## src/hw/rtl/rtc_tz_pkg.sv

```systemverilog
// rtc_tz_pkg: types, constants and calendar helpers for the time-zone rtc
// used by rtc_calendar_time_zone; no dependencies

package rtc_tz_pkg;

  localparam int unsigned HOUR_W   = 5;
  localparam int unsigned MIN_W    = 6;
  localparam int unsigned DAY_W    = 5;
  localparam int unsigned MONTH_W  = 4;
  localparam int unsigned YEAR_W   = 14;
  localparam int unsigned WDAY_W   = 3;
  localparam int unsigned ZONE_W   = 5;
  localparam int unsigned CFG_W    = 8;
  localparam int unsigned UPTIME_W = 32;

  localparam logic [HOUR_W-1:0]   HOURS_PER_DAY = 5'd24;
  localparam logic [MIN_W:0]      MIN_PER_HOUR  = 7'd60;
  localparam logic [MONTH_W-1:0]  MONTH_DEC     = 4'd12;
  localparam logic [MONTH_W-1:0]  MONTH_JAN     = 4'd1;
  localparam logic [MONTH_W-1:0]  MONTH_FEB     = 4'd2;
  localparam logic [DAY_W-1:0]    FEB_LEAP_DAYS = 5'd29;
  localparam logic [YEAR_W-1:0]   YEAR_MAX      = 14'd9999;
  localparam logic [WDAY_W-1:0]   WDAY_MON      = 3'd1;
  localparam logic [WDAY_W-1:0]   WDAY_SUN      = 3'd7;
  localparam logic [UPTIME_W-1:0] MS_PER_TICK   = 32'd10;

  // floor(y / 100) = (y * 5243) >> 19 for every 14-bit year
  localparam logic [12:0]         CENT_RECIP    = 13'd5243;
  localparam int unsigned         CENT_SHIFT    = 19;
  localparam logic [YEAR_W-1:0]   CENT_YEARS    = 14'd100;

  localparam logic [CFG_W-1:0]    TPS_RESET     = 8'd100;
  localparam logic [CFG_W-1:0]    LED_RESET     = 8'd20;
  localparam logic [ZONE_W-1:0]   ZONE_A_RESET  = 5'sd2;
  localparam logic [ZONE_W-1:0]   ZONE_B_RESET  = -5'sd4;

  typedef enum logic [1:0] {
    OP_TICK   = 2'd0,
    OP_SET    = 2'd1,
    OP_TOGGLE = 2'd2
  } op_t;

  typedef enum logic [1:0] {
    CFG_TPS    = 2'd0,
    CFG_LED    = 2'd1,
    CFG_ZONE_A = 2'd2,
    CFG_ZONE_B = 2'd3
  } cfg_idx_t;

  typedef struct packed {
    logic [DAY_W-1:0]   day;
    logic [MONTH_W-1:0] month;
    logic [YEAR_W-1:0]  year;
    logic [WDAY_W-1:0]  weekday;
  } date_t;

  typedef struct packed {
    logic [HOUR_W-1:0]   hours;
    logic [MIN_W-1:0]    minutes;
    logic [MIN_W-1:0]    seconds;
    date_t               date;
    logic                zone_is_b;
    logic                led_on;
    logic                second_tick;
    logic [UPTIME_W-1:0] uptime_ms;
  } res_t;

  // month lengths, unused month codes count as 31
  localparam logic [DAY_W-1:0] MONTH_LEN [16] = '{
    5'd31, 5'd31, 5'd28, 5'd31, 5'd30, 5'd31, 5'd30, 5'd31,
    5'd31, 5'd30, 5'd31, 5'd30, 5'd31, 5'd31, 5'd31, 5'd31
  };

  function automatic logic is_leap(logic [YEAR_W-1:0] y);
    logic [26:0]        prod;
    logic [7:0]         cent;
    logic [YEAR_W-1:0]  rem;
    prod = 27'(y) * 27'(CENT_RECIP);
    cent = prod[CENT_SHIFT +: 8];
    rem  = y - YEAR_W'(14'(cent) * CENT_YEARS);
    return ((y[1:0] == 2'b00) && (rem != '0)) || ((rem == '0) && (cent[1:0] == 2'b00));
  endfunction

  function automatic logic [DAY_W-1:0] month_days(logic [MONTH_W-1:0] m, logic leap);
    logic [DAY_W-1:0] len;
    len = MONTH_LEN[m];
    if ((m == MONTH_FEB) && leap) len = FEB_LEAP_DAYS;
    return len;
  endfunction

  function automatic date_t day_back(date_t d, logic leap);
    date_t r;
    r = d;
    if (d.day <= DAY_W'(1)) begin
      if (d.month <= MONTH_JAN) begin
        r.month = MONTH_DEC;
        if (d.year != '0) r.year = d.year - YEAR_W'(1);
      end else begin
        r.month = d.month - MONTH_W'(1);
      end
      r.day = month_days(r.month, leap);
    end else begin
      r.day = d.day - DAY_W'(1);
    end
    r.weekday = (d.weekday <= WDAY_MON) ? WDAY_SUN : d.weekday - WDAY_W'(1);
    return r;
  endfunction

  function automatic date_t day_forward(date_t d, logic leap);
    date_t           r;
    logic [DAY_W:0]  nd;
    r  = d;
    nd = {1'b0, d.day} + (DAY_W+1)'(1);
    if (nd > {1'b0, month_days(d.month, leap)}) begin
      r.day = DAY_W'(1);
      if (d.month >= MONTH_DEC) begin
        r.month = MONTH_JAN;
        if (d.year < YEAR_MAX) r.year = d.year + YEAR_W'(1);
      end else begin
        r.month = d.month + MONTH_W'(1);
      end
    end else begin
      r.day = nd[DAY_W-1:0];
    end
    r.weekday = (d.weekday >= WDAY_SUN) ? WDAY_MON : d.weekday + WDAY_W'(1);
    return r;
  endfunction

endpackage

```

## src/hw/rtl/rtc_calendar_time_zone.sv

```systemverilog
// rtc_calendar_time_zone: real-time clock with calendar and two time zones
// depends on rtc_tz_pkg for types, constants and calendar helpers
//
// in_* channel takes one item per transfer: a 10 ms tick, a set of time and
// date given in zone in_set_zone, or a zone toggle. every item gives exactly
// one result on the out_* channel: the time, date, zone, led level, a second
// flag and the uptime after that item.
// each item updates the clock registers at its transfer; its result goes to
// the output register, or to the skid entry while an unread result waits.
// one item per cycle is sustained while in_stall is low, and in_stall rises
// only when both the output register and the skid entry hold results.
// the cfg_* port writes a register at any edge with cfg_we high outside
// reset; it is meant to be written while no item is in flight.
// reset (rst_n low at a clock edge) clears time, date, uptime and both
// result entries, selects zone A at offset +2 and loads the register
// defaults (100 ticks a second, led off at 20, zone A +2, zone B -4).

module rtc_calendar_time_zone (
  input  logic                               clk,
  input  logic                               rst_n,
  input  logic                               in_valid,
  output logic                               in_stall,
  input  logic [1:0]                         in_operation,
  input  logic [rtc_tz_pkg::HOUR_W-1:0]      in_set_hours,
  input  logic [rtc_tz_pkg::MIN_W-1:0]       in_set_minutes,
  input  logic [rtc_tz_pkg::MIN_W-1:0]       in_set_seconds,
  input  logic [rtc_tz_pkg::DAY_W-1:0]       in_set_day,
  input  logic [rtc_tz_pkg::MONTH_W-1:0]     in_set_month,
  input  logic [rtc_tz_pkg::YEAR_W-1:0]      in_set_year,
  input  logic [rtc_tz_pkg::WDAY_W-1:0]      in_set_weekday,
  input  logic signed [rtc_tz_pkg::ZONE_W-1:0] in_set_zone,
  output logic                               out_valid,
  input  logic                               out_stall,
  output logic [rtc_tz_pkg::HOUR_W-1:0]      out_hours,
  output logic [rtc_tz_pkg::MIN_W-1:0]       out_minutes,
  output logic [rtc_tz_pkg::MIN_W-1:0]       out_seconds,
  output logic [rtc_tz_pkg::DAY_W-1:0]       out_day,
  output logic [rtc_tz_pkg::MONTH_W-1:0]     out_month,
  output logic [rtc_tz_pkg::YEAR_W-1:0]      out_year,
  output logic [rtc_tz_pkg::WDAY_W-1:0]      out_weekday,
  output logic                               out_zone_is_b,
  output logic                               out_led_on,
  output logic                               out_second_tick,
  output logic [rtc_tz_pkg::UPTIME_W-1:0]    out_uptime_ms,
  input  logic                               cfg_we,
  input  logic [1:0]                         cfg_index,
  input  logic [rtc_tz_pkg::CFG_W-1:0]       cfg_wdata
);

  // configuration
  logic [rtc_tz_pkg::CFG_W-1:0]  cfg_tps_r;
  logic [rtc_tz_pkg::CFG_W-1:0]  cfg_led_r;
  logic [rtc_tz_pkg::ZONE_W-1:0] cfg_zone_a_r;
  logic [rtc_tz_pkg::ZONE_W-1:0] cfg_zone_b_r;

  // clock state
  logic [rtc_tz_pkg::CFG_W-1:0]    tick_r,   tick_nxt;
  logic [rtc_tz_pkg::UPTIME_W-1:0] uptime_r, uptime_nxt;
  logic [rtc_tz_pkg::HOUR_W-1:0]   hour_r,   hour_nxt;
  logic [rtc_tz_pkg::MIN_W-1:0]    min_r,    min_nxt;
  logic [rtc_tz_pkg::MIN_W-1:0]    sec_r,    sec_nxt;
  rtc_tz_pkg::date_t               date_r,   date_nxt;
  logic [rtc_tz_pkg::ZONE_W-1:0]   zone_r,   zone_nxt;
  logic                            zone_b_r, zone_b_nxt;
  logic                            led_r,    led_nxt;

  // result buffer
  rtc_tz_pkg::res_t out_r, out_nxt, skid_r, skid_nxt, res;
  logic             out_valid_r, out_valid_nxt, skid_valid_r, skid_valid_nxt;

  logic                                 accept, drain, sec_done;
  rtc_tz_pkg::op_t                      op;
  logic [rtc_tz_pkg::CFG_W-1:0]         tick_inc;
  logic [rtc_tz_pkg::MIN_W:0]           sec_inc, min_inc;
  logic [rtc_tz_pkg::HOUR_W-1:0]        hour_inc;

  // zone shift path
  logic                                 set_sel, leap;
  rtc_tz_pkg::date_t                    base_date, step1, step2, shift_date;
  logic [rtc_tz_pkg::HOUR_W-1:0]        base_hour, shift_hour;
  logic [rtc_tz_pkg::ZONE_W-1:0]        zone_from, zone_to;
  logic signed [7:0]                    hour_sum, hour_fix;
  logic                                 go_back, two_steps, one_step;

  assign accept   = in_valid && !in_stall;
  assign drain    = out_valid_r && !out_stall;
  assign in_stall = skid_valid_r;
  assign op       = rtc_tz_pkg::op_t'(in_operation);

  assign tick_inc = tick_r + rtc_tz_pkg::CFG_W'(1);
  assign sec_inc  = {1'b0, sec_r} + (rtc_tz_pkg::MIN_W+1)'(1);
  assign min_inc  = {1'b0, min_r} + (rtc_tz_pkg::MIN_W+1)'(1);
  assign hour_inc = hour_r + rtc_tz_pkg::HOUR_W'(1);

  always_comb begin
    set_sel = (op == rtc_tz_pkg::OP_SET);
    if (set_sel) begin
      base_date.day     = in_set_day;
      base_date.month   = in_set_month;
      base_date.year    = (in_set_year > rtc_tz_pkg::YEAR_MAX) ? rtc_tz_pkg::YEAR_MAX
                                                                : in_set_year;
      base_date.weekday = in_set_weekday;
      base_hour         = in_set_hours;
      zone_from         = in_set_zone;
      zone_to           = zone_r;
    end else begin
      base_date         = date_r;
      base_hour         = hour_r;
      zone_from         = zone_r;
      zone_to           = zone_b_r ? cfg_zone_a_r : cfg_zone_b_r;
    end
  end

  always_comb begin
    hour_sum  = $signed({3'b000, base_hour})
              + $signed({{3{zone_to[rtc_tz_pkg::ZONE_W-1]}}, zone_to})
              - $signed({{3{zone_from[rtc_tz_pkg::ZONE_W-1]}}, zone_from});
    go_back   = hour_sum < 8'sd0;
    two_steps = go_back ? (hour_sum < -8'sd24) : (hour_sum >= 8'sd48);
    one_step  = go_back || (hour_sum >= 8'sd24);
    if (go_back) begin
      hour_fix = two_steps ? hour_sum + 8'sd48 : hour_sum + 8'sd24;
    end else if (two_steps) begin
      hour_fix = hour_sum - 8'sd48;
    end else if (one_step) begin
      hour_fix = hour_sum - 8'sd24;
    end else begin
      hour_fix = hour_sum;
    end
    shift_hour = hour_fix[rtc_tz_pkg::HOUR_W-1:0];
    // year changes at most once, so the base year's leap flag covers both steps
    leap  = rtc_tz_pkg::is_leap(base_date.year);
    step1 = go_back ? rtc_tz_pkg::day_back(base_date, leap)
                    : rtc_tz_pkg::day_forward(base_date, leap);
    step2 = go_back ? rtc_tz_pkg::day_back(step1, leap)
                    : rtc_tz_pkg::day_forward(step1, leap);
    shift_date = two_steps ? step2 : (one_step ? step1 : base_date);
  end

  always_comb begin
    tick_nxt   = tick_r;
    uptime_nxt = uptime_r;
    hour_nxt   = hour_r;
    min_nxt    = min_r;
    sec_nxt    = sec_r;
    date_nxt   = date_r;
    zone_nxt   = zone_r;
    zone_b_nxt = zone_b_r;
    led_nxt    = led_r;
    sec_done   = 1'b0;
    if (accept) begin
      unique case (op)
        rtc_tz_pkg::OP_TICK: begin
          uptime_nxt = uptime_r + rtc_tz_pkg::MS_PER_TICK;
          tick_nxt   = tick_inc;
          if (tick_inc >= cfg_tps_r) begin
            sec_done = 1'b1;
            tick_nxt = '0;
            led_nxt  = 1'b1;
            sec_nxt  = sec_inc[rtc_tz_pkg::MIN_W-1:0];
            if (sec_inc >= rtc_tz_pkg::MIN_PER_HOUR) begin
              sec_nxt = '0;
              min_nxt = min_inc[rtc_tz_pkg::MIN_W-1:0];
              if (min_inc >= rtc_tz_pkg::MIN_PER_HOUR) begin
                min_nxt  = '0;
                hour_nxt = (hour_inc >= rtc_tz_pkg::HOURS_PER_DAY) ? '0 : hour_inc;
              end
            end
          end else if (tick_inc == cfg_led_r) begin
            led_nxt = 1'b0;
          end
        end
        rtc_tz_pkg::OP_SET: begin
          tick_nxt = '0;
          min_nxt  = in_set_minutes;
          sec_nxt  = in_set_seconds;
          hour_nxt = shift_hour;
          date_nxt = shift_date;
          zone_nxt = zone_to;
        end
        rtc_tz_pkg::OP_TOGGLE: begin
          zone_b_nxt = !zone_b_r;
          hour_nxt   = shift_hour;
          date_nxt   = shift_date;
          zone_nxt   = zone_to;
        end
        default: begin
        end
      endcase
    end
  end

  always_comb begin
    res.hours       = hour_nxt;
    res.minutes     = min_nxt;
    res.seconds     = sec_nxt;
    res.date        = date_nxt;
    res.zone_is_b   = zone_b_nxt;
    res.led_on      = led_nxt;
    res.second_tick = sec_done;
    res.uptime_ms   = uptime_nxt;
  end

  // output register with one skid entry
  always_comb begin
    out_nxt        = out_r;
    skid_nxt       = skid_r;
    out_valid_nxt  = out_valid_r;
    skid_valid_nxt = skid_valid_r;
    if (skid_valid_r) begin
      if (drain) begin
        out_nxt        = skid_r;
        skid_valid_nxt = 1'b0;
      end
    end else if (accept) begin
      if (!out_valid_r || drain) begin
        out_nxt       = res;
        out_valid_nxt = 1'b1;
      end else begin
        skid_nxt       = res;
        skid_valid_nxt = 1'b1;
      end
    end else if (drain) begin
      out_valid_nxt = 1'b0;
    end
  end

  always_ff @(posedge clk) begin
    out_r  <= out_nxt;
    skid_r <= skid_nxt;
    if (!rst_n) begin
      cfg_tps_r    <= rtc_tz_pkg::TPS_RESET;
      cfg_led_r    <= rtc_tz_pkg::LED_RESET;
      cfg_zone_a_r <= rtc_tz_pkg::ZONE_A_RESET;
      cfg_zone_b_r <= rtc_tz_pkg::ZONE_B_RESET;
      tick_r       <= '0;
      uptime_r     <= '0;
      hour_r       <= '0;
      min_r        <= '0;
      sec_r        <= '0;
      date_r       <= '0;
      zone_r       <= rtc_tz_pkg::ZONE_A_RESET;
      zone_b_r     <= 1'b0;
      led_r        <= 1'b0;
      out_valid_r  <= 1'b0;
      skid_valid_r <= 1'b0;
    end else begin
      tick_r       <= tick_nxt;
      uptime_r     <= uptime_nxt;
      hour_r       <= hour_nxt;
      min_r        <= min_nxt;
      sec_r        <= sec_nxt;
      date_r       <= date_nxt;
      zone_r       <= zone_nxt;
      zone_b_r     <= zone_b_nxt;
      led_r        <= led_nxt;
      out_valid_r  <= out_valid_nxt;
      skid_valid_r <= skid_valid_nxt;
      if (cfg_we) begin
        unique case (rtc_tz_pkg::cfg_idx_t'(cfg_index))
          rtc_tz_pkg::CFG_TPS:    cfg_tps_r    <= cfg_wdata;
          rtc_tz_pkg::CFG_LED:    cfg_led_r    <= cfg_wdata;
          rtc_tz_pkg::CFG_ZONE_A: cfg_zone_a_r <= cfg_wdata[rtc_tz_pkg::ZONE_W-1:0];
          rtc_tz_pkg::CFG_ZONE_B: cfg_zone_b_r <= cfg_wdata[rtc_tz_pkg::ZONE_W-1:0];
          default: begin
          end
        endcase
      end
    end
  end

  assign out_valid       = out_valid_r;
  assign out_hours       = out_r.hours;
  assign out_minutes     = out_r.minutes;
  assign out_seconds     = out_r.seconds;
  assign out_day         = out_r.date.day;
  assign out_month       = out_r.date.month;
  assign out_year        = out_r.date.year;
  assign out_weekday     = out_r.date.weekday;
  assign out_zone_is_b   = out_r.zone_is_b;
  assign out_led_on      = out_r.led_on;
  assign out_second_tick = out_r.second_tick;
  assign out_uptime_ms   = out_r.uptime_ms;

`ifndef SYNTHESIS
  a_skid_needs_out: assert property (@(posedge clk) disable iff (!rst_n)
    skid_valid_r |-> out_valid_r)
    else $error("skid entry holds a result while the output register is empty");

  a_hour_range: assert property (@(posedge clk) disable iff (!rst_n)
    hour_r < rtc_tz_pkg::HOURS_PER_DAY)
    else $error("hour register out of range");

  a_second_clears_prescaler: assert property (@(posedge clk) disable iff (!rst_n)
    sec_done |=> (tick_r == '0) && led_r)
    else $error("completed second did not clear prescaler and light led");

  a_toggle_flips_zone: assert property (@(posedge clk) disable iff (!rst_n)
    (accept && (op == rtc_tz_pkg::OP_TOGGLE)) |=> (zone_b_r != $past(zone_b_r)))
    else $error("zone toggle did not switch zone");

  a_result_per_transfer: assert property (@(posedge clk) disable iff (!rst_n)
    accept |=> out_valid_r)
    else $error("transfer produced no result");
`endif

endmodule
```

## config.mk

```make
export PLATFORM = sky130hd
export DESIGN_NAME = rtc_calendar_time_zone
export DESIGN_NICKNAME = d
export VERILOG_FILES = /design/src/hw/rtl/rtc_tz_pkg.sv /design/src/hw/rtl/rtc_calendar_time_zone.sv
export SDC_FILE = /design/constraint.sdc
export NUM_CORES = 1
export LEC_CHECK = 0
export BUFFER_PORTS_ARGS = -buffer_cell sky130_fd_sc_hd__clkbuf_2
export CAP_MARGIN = 0
export CORE_ASPECT_RATIO = 1.75
export CORE_MARGIN = 2
export CORE_UTILIZATION = 65
export CTS_CLUSTER_DIAMETER = 120
export DETAILED_ROUTE_END_ITERATION = 8
export PLACE_DENSITY = 0.95
export REMOVE_ABC_BUFFERS = 1
export SYNTH_ARGS = -nofsm -noshare
export SYNTH_HDL_FRONTEND = slang
export SYNTH_SLANG_ARGS = --single-unit
```

## constraint.sdc

```tcl
create_clock -name clk -period 35.7 [get_ports clk]
set_input_delay 1.785 -clock clk [delete_from_list [all_inputs] [get_ports clk]]
set_output_delay 1.785 -clock clk [all_outputs]
set_load 0.02 [all_outputs]
```

==> results of run 1 <==
-- worst max-delay path, delay by kind of cell --
family	cells	cell delay (ns)
simple gates	13	3.45
xor+xnor	3	0.53
compound gates	21	6.12
fa+ha+maj	14	4.99
mux	1	0.30
buf+inv	11	2.10
-- placed cells by master (no fill, tap or decap), types with 21 or more instances in the layout --
cell,netlist,layout
buf_4,3,30
nand4_1,21,21
and2_1,73,74
fa_1,60,60
nand3_1,47,47
edfxtp_1,154,154
nor2_1,218,217
o211ai_1,37,37
a21oi_1,122,121
nor3_1,54,54
mux2_2,73,73
dfxtp_1,117,116
inv_1,173,173
ha_1,181,180
a31oi_1,21,21
a21o_1,21,21
clkbuf_2,0,143
o21ai_0,90,89
xor2_1,27,27
mux2i_1,54,54
clkbuf_16,0,23
nand2_1,193,193
xnor2_1,93,93
-- cell families after synthesis --
| family | after synthesis | share of synthesized area (%) |
|---|---|---|
| buffers and inverters | 275 | 5.03 |
| DFF | 271 | 33.2 |
| AOI/OAI and AO/OA | 504 | 16.3 |
| adders and majority gates | 249 | 16.9 |
| and+or+nand+nor | 736 | 17.0 |
| other | 1 | 0.0179 |
| muxes | 127 | 6.50 |
| xor gates and xnor gates | 120 | 5.02 |
-- synth_stat cells, types with 17 or more instances --
cell type,n
nor2_1,218
nand2_1,193
ha_1,181
inv_1,173
edfxtp_1,154
a21oi_1,122
dfxtp_1,117
xnor2_1,93
o21ai_0,90
clkbuf_1,77
and2_1,73
mux2_2,73
fa_1,60
mux2i_1,54
nor3_1,54
nand3_1,47
o211ai_1,37
xor2_1,27
a21o_1,21
a31oi_1,21
and3_1,21
nand4_1,21
a211oi_1,20
a22oi_1,20
nor2b_1,18
o22ai_1,17
-- how the worst max path moves through the flow --
| stage | startpoint | endpoint | slack (ns) | depth (start not counted) |
|---|---|---|---|---|
| detailed placement | in_operation[1] | out_year[9]$_DFFE_PP_ | 16.66 | 63 |
| finish | in_operation[1] | out_year[3]$_DFFE_PP_ | 16.64 | 63 |
| global placement | in_operation[1] | out_year[9]$_DFFE_PP_ | 17.22 | 62 |
| CTS | in_operation[1] | out_year[9]$_DFFE_PP_ | 17.14 | 63 |
| floorplan | in_operation[1] | out_year[10]$_DFFE_PP_ | 18.41 | 65 |
| global route | in_operation[1] | out_year[9]$_DFFE_PP_ | 15.40 | 64 |
-- cell type report --
cell class,instances,area (um^2),area share (%)
multi-input cells,1737,13000,56.9
flip-flops and latches,271,6970,30.6
repair buffers,173,941,4.13
inverters,184,692,3.03
clock buffers,34,657,2.88
well taps,400,500,2.19
clock inverters,7,73.8,0.324
-- metrics by stage --
step / instance area (um^2) / utilization [%] / cells
2_1_floorplan: 20600 / - / 2192
3_3_place_gp: 22100 / 69.0 / 2765
4_1_cts: 22800 / 71.3 / 2806
6_report: 22800 / 71.3 / 2806
3_5_place_dp: 22100 / 69.0 / 2765
5_1_grt: 22800 / 71.3 / 2806
-- routing by layer --
layer	global-route usage, %	vias to the layer above
met2	70.4	1152
met5	0	-
met3	4.89	380
met4	30.6	0
met1	39.1	8996
li1	-	8424
-- flip-flops by register name (all words and copies together), names as in the netlist, 8 cells and up --
name	count
skid_r	77
out_uptime_ms	31
uptime_r	31
date_r	26
out_year	14
cfg_led_r	8
cfg_tps_r	8
tick_r	8
==> flow_metrics.env, run 1 <==
export IMPL_firstDrtPassIters=6
export IMPL_wirelength_mm=67.2
export IMPL_clk_pin_slew_ns=0.07
export IMPL_clock_latency_ns=0.53
export IMPL_synth_flop_cell="edfxtp_1"
export IMPL_relSlewSlack_pct=12.7
export IMPL_worstHoldStart="zone_r[4]$_SDFFE_PN0P_"
export IMPL_top_layer_used="met4"
export IMPL_drive_gt1_share_pct=13.3
export IMPL_dr_wl_met2_mm=34.6
export IMPL_setup_viol=0
export IMPL_status="finished, final reports clean"
export IMPL_r2r_setup_slack_ns=18.93
export IMPL_required_ns=35.97
export IMPL_maxClockFrequency_ghz=0.0525
export IMPL_ios=145
export IMPL_synth_edf_count=154
export IMPL_grt_pass1_vias=19462
export IMPL_drtAntennaViolNets=0
export IMPL_hold_slack_ns=0.482
export IMPL_fin_nets=2696
export IMPL_htree_num_levels=1
export IMPL_grt_overflow_total=0
export IMPL_route_met3_wl_mm=4.49
export IMPL_reg2reg_depth=58
export IMPL_die_area_um2=33700
export IMPL_core_um2=32000
export IMPL_worst_path_max_delay_cell="nor3_1"
export IMPL_drv_cap=0
export IMPL_cpMostUsedCell="ha_1"
export IMPL_drc=0
export IMPL_cts_buffers=23
export IMPL_skew_ns=0.0223
export IMPL_worst_setup_path_start_kind="primary input"
export IMPL_row_count=87
export IMPL_tightest_slew_ns=1.30
export IMPL_die_width_um=140
export IMPL_yosysSeqAreaShare_pct=33.2
export IMPL_die_y_um=242
export IMPL_cts_tree="built"
export IMPL_avgRoutedWirePerCell_um=24.0
export IMPL_r2r_start="date_r[9]$_SDFF_PN0_"
export IMPL_rsz0062_at_grt="false"
export IMPL_portBuffers=143
export IMPL_cts_buffer_depth=3
export IMPL_hold_end="zone_r[4]$_SDFFE_PN0P_"
export IMPL_end_kind="flop"
export IMPL_drt_iter0_markers=1749
export IMPL_slowest_delay_ns=1.06
export IMPL_wl_met1_mm=21.9
export IMPL_nFillCells=2206
export IMPL_ctsResizeCount=0
export IMPL_cts_sinks=271
export IMPL_grt_usage_pct=38.7
export IMPL_initial_core_util_pct=65.5
export IMPL_synth_warnings=0
export IMPL_gp_congestion=1.09
export IMPL_yosysTopAreaCellShare_pct=22.1
export IMPL_cp_max_fo=66
export IMPL_rr_endpoint="out_year[3]$_DFFE_PP_"
export IMPL_setup_ws_ns=16.64
export IMPL_num_vias=18952
export IMPL_cts_hold_buf=0
export IMPL_grt_max_degree=78
export IMPL_ys_ff_latch=271
export IMPL_slew_violations=0
export IMPL_yosysTopAreaCell="edfxtp_1"
export IMPL_period_needed_ns=19.06
export IMPL_synth_area_leaders="edfxtp_1, dfxtp_1, ha_1, fa_1, mux2_2"
export IMPL_yosys_cell_types_count=97
export IMPL_cts_root_buf="clkbuf_16"
export IMPL_syn_area_um2=21000
export IMPL_whs_path_depth=2
export IMPL_syn_mean_instance_area_um2=9.18
export IMPL_antenna_found_initial=0
export IMPL_dp_slack_ns=16.66
export IMPL_viasPerCell=6.75
export IMPL_setup_tns_ns=0
export IMPL_finalHoldViolCount=0
export IMPL_worstSetupPathType="in -> reg"
export IMPL_area_growth_pct=8.84
export IMPL_syn_inst=2283
export IMPL_grt_pass1_wl_mm=104
export IMPL_post_cts_buffers=0
export IMPL_hold_class="reg -> reg"
export IMPL_arrival_ns=19.33
export IMPL_async_reset_ff_share_pct=0
export IMPL_diodes=0
export IMPL_finalCritPeriodShare_pct=53.4
export IMPL_hpwl_mm=49.1
Power of run 1 is left out: the tool's default activity adds up to more than one toggle a clock period on the data nets, which glitch-free logic cannot reach.
==> run 2, diff against run 1 <==
--- a/config.mk
+++ b/config.mk
@@ -9,10 +9,10 @@
 export CAP_MARGIN = 0
 export CORE_ASPECT_RATIO = 1.75
 export CORE_MARGIN = 2
-export CORE_UTILIZATION = 65
+export CORE_UTILIZATION = 62
 export CTS_CLUSTER_DIAMETER = 120
 export DETAILED_ROUTE_END_ITERATION = 8
-export PLACE_DENSITY = 0.95
+export PLACE_DENSITY = 0.92
 export REMOVE_ABC_BUFFERS = 1
 export SYNTH_ARGS = -nofsm -noshare
 export SYNTH_HDL_FRONTEND = slang
==> constraint.sdc (replaced) <==
create_clock -name clk -period 17.8 [get_ports clk]
set_input_delay 0.89 -clock clk [delete_from_list [all_inputs] [get_ports clk]]
set_output_delay 0.89 -clock clk [all_outputs]
set_load 0.02 [all_outputs]
==> run 2 against run 1 <==
  * Setup slack got worse by 16 ns
  * Hold slack improved by 0.0090 ns
  * Clock skew fell by 0.0061 ns
  * Critical path type unchanged
  * Critical endpoint is now out_month[1]$_DFFE_PP_
==> flow_metrics.env, run 2 (synthesized netlist as in run 1, its figures left out) <==
export IMPL_status="finished, final reports clean"
export IMPL_firstDrtPassIters=7
export IMPL_htree_num_levels=1
export IMPL_hpwl_mm=49.0
export IMPL_drtAntennaViolNets=0
export IMPL_grt_overflow_total=0
export IMPL_relSlewSlack_pct=16.2
export IMPL_area_growth_pct=10.0
export IMPL_crit_family="adder cells"
export IMPL_clk_pin_slew_ns=0.07
export IMPL_num_vias=18812
export IMPL_core_um2=33500
export IMPL_rsz0062_at_grt="false"
export IMPL_grt_pass1_wl_mm=101
export IMPL_viasPerCell=6.52
export IMPL_drive_gt1_share_pct=14.4
export IMPL_grt_max_degree=78
export IMPL_final_common_cell="nor2_1"
export IMPL_skew_ns=0.0163
export IMPL_arrival_ns=17.10
export IMPL_setup_viol=0
export IMPL_diodes=0
export IMPL_die_y_um=247
export IMPL_die_area_um2=35300
export IMPL_slew_violations=0
export IMPL_post_cts_buffers=0
export IMPL_tightest_slew_ns=1.25
export IMPL_worstSetupPathType="in -> reg"
export IMPL_cpMostUsedCell="ha_1"
export IMPL_layout_common_cells="nor2_1, nand2_1, ha_1"
export IMPL_clock_latency_ns=0.52
export IMPL_avgRoutedWirePerCell_um=22.6
export IMPL_cts_buffer_depth=3
export IMPL_cp_max_fo=16
export IMPL_period_needed_ns=16.83
export IMPL_maxClockFrequency_ghz=0.0594
export IMPL_nFillCells=2439
export IMPL_wirelength_mm=65.4
export IMPL_cts_root_buf="clkbuf_16"
export IMPL_worst_path_max_delay_cell="fa_1"
export IMPL_initial_core_util_pct=62.5
export IMPL_drv_cap=0
export IMPL_hold_class="reg -> reg"
export IMPL_antenna_found_initial=0
export IMPL_largest_reg_flops=77
export IMPL_die_width_um=143
export IMPL_grt_usage_pct=36.4
export IMPL_portBuffers=143
export IMPL_drc=0
export IMPL_gp_congestion=1.08
export IMPL_end_kind="flop"
export IMPL_dp_slack_ns=0.512
export IMPL_cts_buffers=21
export IMPL_finalCritPeriodShare_pct=94.6
export IMPL_cp_buffers_inverters=13
export IMPL_row_count=89
export IMPL_slowest_delay_ns=0.65
export IMPL_finalHoldViolCount=0
export IMPL_drt_iter0_markers=1573
export IMPL_ios=145
export IMPL_required_ns=18.06
export IMPL_cts_tree="built"
export IMPL_setup_tns_ns=0
export IMPL_fin_nets=2724
export IMPL_worst_setup_path_start_kind="primary input"
export IMPL_grt_pass1_vias=19347
export IMPL_setup_ws_ns=0.969
export IMPL_cts_sinks=271
export IMPL_max_flop_register="skid_r"
==> run 2: path summary, 6_finish.rpt <==
check / from / slack [ns] / cells past startpoint / to
worst min register to register: date_r[18]$_SDFF_PN0_ / 0.49 / 2 / date_r[18]$_SDFF_PN0_
worst max-delay path: in_operation[1] / 0.97 / 66 / out_month[1]$_DFFE_PP_
worst max register to register: date_r[12]$_SDFF_PN0_ / 1.81 / 63 / out_month[1]$_DFFE_PP_
worst min-delay path: date_r[18]$_SDFF_PN0_ / 0.49 / 2 / date_r[18]$_SDFF_PN0_
==> run 2: layer usage <==
layer	track usage, %	vias to the layer above	share of wire, %
li1	-	8480	-
met1	35.8	8902	32
met2	67.1	1067	52
met3	3.97	363	6.1
met4	30.4	0	9.5
met5	0	-	0
==> run 2: layout make-up <==
type | instances | area [um^2] | share of cell area (%)
well taps | 455 | 569 | 2.47
multi-input cells | 1737 | 13000 | 56.3
clock inverters | 6 | 85.1 | 0.369
clock buffers | 31 | 593 | 2.57
inverters | 184 | 696 | 3.02
repair buffers | 203 | 1170 | 5.06
flip-flops and latches | 271 | 6970 | 30.2
==> run 2: stage by stage <==
| stage | hold WS [ns] | cell area [um^2] | utilization [%] | std cells |
|---|---|---|---|---|
| after floorplan | 0.442 | 20600 | - | 2192 |
| after global placement | 0.458 | 22400 | 66.7 | 2850 |
| after detailed placement | 0.467 | 22400 | 66.7 | 2850 |
| after CTS | 0.494 | 23000 | 68.7 | 2887 |
| after global routing | 0.524 | 23100 | 68.8 | 2887 |
| final | 0.491 | 23100 | 68.8 | 2887 |
==> run 2: repair_timing <==
| action | CTS | global route |
|---|---|---|
| endpoints found under the setup margin | 0 | 12 |
| endpoints found under the hold margin | 0 | 0 |
| hold buffers | 0 | 0 |
| gates resized for setup | 0 | 4 |
==> run 2: worst register-to-register path, delay by kind of cell, from the launching register on <==
family	cells	cell delay [ns]
flops	1	0.40
xor+xnor	1	0.09
mux	1	0.25
simple gates	18	2.64
fa+ha+maj	14	5.36
buf+inv	10	1.52
compound gates	19	5.46
Power of run 2 is left out for the same reason.
